**config.mk**
```make
export PLATFORM = sky130hd
export DESIGN_NAME = fccr_ctrl
export DESIGN_NICKNAME = d
export VERILOG_FILES = /design/src/fccr_pkg.sv /design/src/fccr_ctrl.sv
export SDC_FILE = /design/constraint.sdc
export NUM_CORES = 1
export LEC_CHECK = 0
export ABC_AREA = 1
export BUFFER_PORTS_ARGS = -buffer_cell sky130_fd_sc_hd__buf_4
export CAP_MARGIN = 30
export CORE_AREA = 2 2 39 41
export CTS_CLUSTER_SIZE = 28
export DETAILED_ROUTE_END_ITERATION = 10
export DIE_AREA = 0 0 41 43
export HOLD_SLACK_MARGIN = 0.08
export SYNTH_ARGS = -nofsm -noshare
export SYNTH_HDL_FRONTEND = slang
export SYNTH_SLANG_ARGS = --single-unit
```
**constraint.sdc**
```tcl
create_clock -name clk -period 1.1 [get_ports clk]
set_input_delay 0 -clock clk [delete_from_list [all_inputs] [get_ports clk]]
set_output_delay 0 -clock clk [all_outputs]
set_load 0.02 [all_outputs]
```
**src/fccr_pkg.sv**
```systemverilog
// Shared types, codes and constants of the clock replacement frame table.
`timescale 1ns / 1ps
`default_nettype none

package fccr_pkg;

	localparam int FRAMES_DEF    = 256;
	localparam int PIN_WIDTH_DEF = 16;

	localparam int FC_W   = 9;
	localparam int ADDR_W = 3;
	localparam int DATA_W = 32;

	localparam logic [FC_W-1:0] FRAME_COUNT_RESET = 9'd256;
	localparam logic [0:0]      REG_FRAME_COUNT   = 1'b0;

	localparam logic [1:0] OP_ALLOC = 2'd0;
	localparam logic [1:0] OP_PIN   = 2'd1;
	localparam logic [1:0] OP_UNPIN = 2'd2;

	localparam logic [1:0] ST_OK        = 2'd0;
	localparam logic [1:0] ST_NO_VICTIM = 2'd1;
	localparam logic [1:0] ST_RANGE     = 2'd2;

	typedef struct packed {
		logic [1:0] opcode;
		logic [7:0] frame_index;
	} in_item_t;

	typedef struct packed {
		logic [7:0] result_frame;
		logic [1:0] status;
		logic       evicted;
		logic       released;
	} out_item_t;

	typedef enum logic [2:0] {
		S_IDLE,
		S_DECODE,
		S_SWEEP_RD,
		S_SWEEP_EVAL,
		S_UPDATE,
		S_FINISH
	} state_t;

	typedef struct packed {
		logic capture;
		logic alloc_fill;
		logic sweep_start;
		logic sweep_read;
		logic sweep_eval;
		logic pin_read;
		logic pin_update;
		logic set_range;
		logic set_fail;
		logic load_out;
	} cmd_t;

	typedef struct packed {
		logic [1:0] opcode;
		logic       filling;
		logic       in_range;
		logic       sweep_done;
		logic       victim;
		logic       out_free;
	} sts_t;

endpackage

`default_nettype wire

```
**src/fccr_ctrl.sv**
```systemverilog
// Controller state machine that sequences allocate, pin and unpin transactions.
`timescale 1ns / 1ps
`default_nettype none

module fccr_ctrl (
	input  wire              clk,
	input  wire              arst_n,
	input  wire              in_valid,
	output logic             in_stall,
	input  fccr_pkg::sts_t   sts,
	output fccr_pkg::cmd_t   cmd
);
	import fccr_pkg::*;

	state_t state_q;
	state_t state_next;

	always_ff @(posedge clk or negedge arst_n) begin
		if (!arst_n) begin
			state_q <= S_IDLE;
		end else begin
			state_q <= state_next;
		end
	end

	always_comb begin
		state_next = state_q;
		cmd        = '0;
		in_stall   = (state_q != S_IDLE);
		case (state_q)
			S_IDLE: begin
				if (in_valid) begin
					cmd.capture = 1'b1;
					state_next  = S_DECODE;
				end
			end
			S_DECODE: begin
				case (sts.opcode)
					OP_ALLOC: begin
						if (sts.filling) begin
							cmd.alloc_fill = 1'b1;
							state_next     = S_FINISH;
						end else begin
							cmd.sweep_start = 1'b1;
							state_next      = S_SWEEP_RD;
						end
					end
					OP_PIN, OP_UNPIN: begin
						if (sts.in_range) begin
							cmd.pin_read = 1'b1;
							state_next   = S_UPDATE;
						end else begin
							cmd.set_range = 1'b1;
							state_next    = S_FINISH;
						end
					end
					default: begin
						state_next = S_FINISH;
					end
				endcase
			end
			S_SWEEP_RD: begin
				if (sts.sweep_done) begin
					cmd.set_fail = 1'b1;
					state_next   = S_FINISH;
				end else begin
					cmd.sweep_read = 1'b1;
					state_next     = S_SWEEP_EVAL;
				end
			end
			S_SWEEP_EVAL: begin
				cmd.sweep_eval = 1'b1;
				state_next     = sts.victim ? S_FINISH : S_SWEEP_RD;
			end
			S_UPDATE: begin
				cmd.pin_update = 1'b1;
				state_next     = S_FINISH;
			end
			S_FINISH: begin
				if (sts.out_free) begin
					cmd.load_out = 1'b1;
					state_next   = S_IDLE;
				end
			end
			default: begin
				state_next = S_IDLE;
			end
		endcase
	end

endmodule

`default_nettype wire

```
==> results of run 1 <==
## metrics by stage
stage	setup TNS, ns	cell area [um2]	hold slack, ns	power [mW]	worst slack (ns)
final	-0.978	734	0.0938	1.60	-0.141
after detailed placement	0	507	-0.208	0.889	0.00135
after floorplan	-0.0251	329	-0.296	0.656	-0.0251
after global routing	-1.87	734	0.103	1.72	-0.212
after global placement	-0.0146	507	-0.209	0.890	-0.0146
after CTS	-0.945	679	0.0835	1.42	-0.166
## routing by layer
| metal | global-route usage | part of all wire | up-vias |
|---|---|---|---|
| met4 | 0.0800 | 0.015 | 0 |
| met1 | 0.155 | 0.37 | 205 |
| met2 | 0.222 | 0.59 | 10 |
| met5 | 0 | 0 | - |
| met3 | 0.0314 | 0.032 | 2 |
| li1 | - | - | 242 |
## critical path, stage by stage (launching register included)
cell     delay [ns]
dfrtp_2        0.42
inv_2          0.08
nand3_2        0.08
nor2_2         0.11
inv_1          0.06
nor2_1         0.10
buf_4          0.15
## report_power, final
group	switching, mW	leakage (nW)	total, mW	internal [mW]
clock	0.0601	0.0150	0.196	0.136
combinational	0.609	0.342	1.17	0.556
sequential	0.0752	0.0354	0.240	0.165
total	0.745	0.393	1.60	0.856
## area by class of cell
type	instances	area [um2]	share of cell area
Clock buffer	4	26.3	0.0358
Sequential cell	3	77.6	0.106
Inverter	17	66.3	0.0903
Timing Repair Buffer	33	283	0.385
Multi-Input combinational cell	34	262	0.356
Tap cell	16	20.0	0.0273
## placed cells by master, fill, tap and decap left out, types with 3 or more instances in the layout
master | synthesis | final
inv_1 | 14 | 10
inv_2 | 3 | 6
nor2_1 | 10 | 3
nand4_1 | 3 | 3
nor2_4 | 0 | 3
nor2_2 | 1 | 5
buf_4 | 0 | 23
buf_6 | 0 | 8
clkbuf_4 | 0 | 3
nand2_1 | 7 | 5
## logic make-up (layout without fill, tap and decap cells)
family	count (synthesis)	after routing	share of synthesized area
adder cells (fa/ha/maj)	2	2	0.0781
AO/OA/AOI/OAI	3	3	0.0664
AND/OR/NAND/NOR	29	29	0.422
flip-flops	3	3	0.234
buffers and inverters	17	54	0.199
## worst min path at each step
stage	endpoint	startpoint	slack, ns
2_1_floorplan	state_q[0]	arst_n	-0.30
3_3_place_gp	state_q[1]	arst_n	-0.21
3_5_place_dp	state_q[1]	arst_n	-0.21
4_1_cts	state_q[0]	arst_n	0.08
5_1_grt	state_q[1]	arst_n	0.10
6_report	state_q[0]	arst_n	0.09
## repair_timing
| action | 4_1_cts | 5_1_grt |
|---|---|---|
| pin swaps | 4 | 6 |
| buffers inserted | 8 | 2 |
| resized for setup | 18 | 14 |
| setup endpoints to repair | 12 | 14 |
| hold endpoints to repair | 4 | 0 |
| hold buffers | 2 | 0 |
==> results.md, run 1 <==
* PD cells at 2180 mW/mm2
* Core Rows at 14
* Post-synth top area share at 0.234
* Via/cell ratio at between 4 and 5
* First-pass GRT wire length at 1610 um
* Most frequent cells after synthesis: 14 x inv_1, 10 x nor2_1, 7 x nand2_1
* Peak Freq at 0.806 GHz
* Drt wl/cell at 10.9 um
* Max-cap violations at 0
* Post-route DRC at 0
* Ports at 21
* Initial antenna violation count at 0
* Unrepaired setup endpoints after global routing: yes
* Worst-Skew Late Latency at approximately 0.24 ns
* Util after Layout at 0.531
* Skew final at 0.00333 ns
* Final period util at 1.13
* EDFF count, synth at 0
* Vias in the first global route at 421
* # fillers at 134
* Diodes inserted at 0
* R2R cell count at 8
* Net Count, Synth at 66
* Starting DRT DRC Count at 0
* YS warnings at 0
* Buffers on Ports at 20
* Top cells by area, synth: dfrtp_1 23%, inv_1 16%, nor2_1 12%
* LEAKAGE at ~0.4 nW
* DIE WIDTH at 41 um
* Max reg flops at 3
* Initial Util at 0.231
* Hold WC Path Type: in -> async
* H-tree depth reported by CTS at 1
* Num CTS Buffers at 3
* Cell count after synthesis at 54
* Total wire length at 1170 um
* Ys async rst share at 1.00
* TritonRoute pass-1 iters at 1
* Largest net degree at the start of global routing at 7
* Setup slack, reg-to-reg at -0.04 ns
* Mean Syn Cell Area at 5.93 um2
* Final min period at roughly 1.2 ns
* Final Setup Violations at 14
* CTS tree: built
* Clk sinks at 3
* Netlist cell types at 15
* CP startpoint: state_q[2]
* Reg2reg start: state_q[2]
* Layout Cells excl Fill at 107
* Sequential area share after synthesis at 0.234
* DRT antenna net count at 0
* DIE AREA at 0.00176 mm2
* Yosys top cell by area: dfrtp_1
* Post-layout net count at 104
* CTS Buffer Depth at 2
* Cell total after placement at 91
* PnR worst setup slack at -0.141 ns
* Final Wtd Congestion at ~0.76
* CTS root buf: clkbuf_4
* Cell Area, Synth at roughly 320 um2
* Reg clk slew, reported paths at 0.04 ns
* Critical path endpoint category: output port
* Worst setup path category: reg -> out
* Crit path max fanout at 4
* Core area at 0.00138 mm2
* Setup crit start kind: register
* Biggest register: state_q
* GRT Overall Usage at 0.138
* Worst-Margin Slew at around 0.31 ns
* CP endpoint: cmd[4]
* Max-slew violations at 0
* Top_reg_cell synth: dfrtp_1
* Count leader, synth: inv_1
* Max IR drop VDD at 1410 uV
* Biggest regs: state_q: 3 flops
* Grt total ovfl at 0
* Area delta synth->final at 129%
* Status: finished with violations
* Die Ht at 43 um
* HPWL Detailed at 694 um
* Hold Fails Final Rpt at 0
* Via count at roughly 460
* Fraction of layout instances using a drive strength above 1 at 0.648
* Slew Limit Headroom at 0.790
* Worst EP required at about 1.1 ns
* Seq cells post-synth at 3
* Crit path DAT at 1.24 ns
* Failing checks: setup timing
* Worst R2R End: state_q[0]
No activity file was read; power rests on OpenSTA's default activity.
==> run 2, diff against run 1 <==
--- a/config.mk
+++ b/config.mk
@@ -13,6 +13,7 @@
 export DETAILED_ROUTE_END_ITERATION = 10
 export DIE_AREA = 0 0 41 43
 export HOLD_SLACK_MARGIN = 0.08
+export SETUP_SLACK_MARGIN = 0.02
 export SYNTH_ARGS = -nofsm -noshare
 export SYNTH_HDL_FRONTEND = slang
 export SYNTH_SLANG_ARGS = --single-unit
==> results.md, run 2 (synthesis gave the netlist of run 1 again) <==
* Register area at 77.6 um2
* Critical path endpoint category: output port
* PnR worst setup slack at -0.126 ns
* Num CTS Buffers at 3
* Clk sinks at 3
* HPWL Detailed at 711 um
* Max-cap violations at 0
* Vias in the first global route at roughly 460
* Skew final at 0.00166 ns
* Crit path DAT at 1.23 ns
* Fraction of layout instances using a drive strength above 1 at 0.609
* Worst-Skew Late Latency at 0.23 ns
* Initial Util at 0.231
* DRT antenna net count at 0
* Most frequent cells in the layout: 25 x buf_4, 11 x inv_1, 7 x buf_6
* Worst-Margin Slew at 0.380 ns
* Reg clk slew, reported paths at approximately 0.040 ns
* Cell total after placement at 91
* CTS Buffer Depth at 2
* Peak Freq at 0.815 GHz
* Most common cell after layout, fill and taps aside: buf_4
* Multi-input logic area at 254 um2
* Final Setup Violations at 14
* Cell area after layout at 728 um2
* Post-route DRC at 0
* Crit-path cells: inv_2 > buf_6 > nor4_4 > buf_4
* DIE AREA at ~0.0018 mm2
* First-pass GRT wire length at 1730 um
* Ports at 21
* Slew Limit Headroom at 0.743
* Max IR drop VDD at between 1000 and 1500 uV
* Initial antenna violation count at 0
* Max reg flops at 3
* Diodes inserted at 0
* Crit path max fanout at 6
* Max-slew violations at 0
* Worst setup path category: reg -> out
* CTS root buf: clkbuf_4
* Starting DRT DRC Count at 8
* Biggest register: state_q
* Unrepaired setup endpoints after global routing: yes
* Drt wl/cell at approximately 11 um
* Status: finished with violations
* # fillers at 140
* Core Rows at 14
* Util after Layout at 0.526
* Post-layout net count at 105
* Worst EP required at 1.10 ns
* Failing checks: setup timing
* PD cells at roughly 2200 mW/mm2
* Reg2reg start: state_q[0]
* Via count at 486
* TritonRoute pass-1 iters at 4
* CP max stage cell: dfrtp_2
* CP startpoint: state_q[0]
* Largest net degree at the start of global routing at 7
* Via/cell ratio at 4.50
* CTS tree: built
* H-tree depth reported by CTS at 1
* CP max stage delay at 0.44 ns
* Final period util at 1.11
* Buffers on Ports at 20
* DIE WIDTH at 41 um
* Die Ht at approximately 43 um
* Setup crit start kind: register
* Hold WC Path Type: in -> async
* Final Wtd Congestion at between 0.7 and 0.8
* Core area at 0.00138 mm2
* LEAKAGE at 0.396 nW
* Total wire length at 1190 um
* Layout Cells excl Fill at approximately 110
* Power Total at 1.57 mW
* Area delta synth->final at 127%
* Final min period at around 1.2 ns
* Hold Fails Final Rpt at 0
* Grt total ovfl at 0
* GRT Overall Usage at 0.148
* DP Area at 509 um2
* Biggest regs: state_q: 3 flops
==> run 2: worst paths after layout <==
kind                       slack (ns)    endpoint  cells past startpoint
hold / removal                   0.09  state_q[1]                      2
max in group asynchronous        0.90  state_q[2]                      2
min in group clk                 0.17  state_q[2]                      5
hold reg to reg                  0.66  state_q[1]                      2
setup / recovery                -0.13      cmd[0]                      4
setup reg to reg                -0.09  state_q[0]                      8
==> run 2: power by group <==
part / leakage (nW) / switching (mW) / internal (mW) / total (mW)
registers: 0.0354 / 0.0807 / 0.165 / 0.245
logic: 0.346 / 0.586 / 0.548 / 1.13
clock network: 0.0150 / 0.0593 / 0.136 / 0.195
==> run 2: metrics by stage <==
step                worst slack, ns  setup TNS (ns)  hold WS [ns]
detailed placement         -0.00251        -0.00411        -0.209
CTS                          -0.151           -1.15        0.0840
global placement           -0.00817        -0.00817        -0.208
global route                 -0.208           -2.16        0.0993
floorplan                   -0.0251         -0.0251        -0.296
finish                       -0.126           -1.25        0.0947
==> run 2: cell type report <==
class / instances / share of cell area
tap: 16 / 0.0275
sequential: 3 / 0.107
multi-input combinational: 34 / 0.349
inverter: 17 / 0.0876
timing repair buffer: 34 / 0.393
clock buffer: 4 / 0.0361
==> run 2: critical path: cells and delay by family (launching register included) <==
kind	cells	cell delay, ns
flops	1	0.44
buf+inv	3	0.37
simple gates	1	0.19
==> run 2: metal layers <==
metal / vias up / GRT usage / share of wire
met2: 13 / 0.263 / 0.60
met3: 2 / 0.0314 / 0.039
met1: 230 / 0.136 / 0.35
li1: 241 / - / -
met5: - / 0 / 0
met4: 0 / 0.100 / 0.013
==> run 2: repair_timing <==
action                                  in CTS  in global routing
pin swaps                                    7                  6
resized for setup                           17                  9
buffers inserted                            10                  1
endpoints found under the hold margin        4                  0
endpoints found under the setup margin      14                 14
hold buffers                                 2                  0
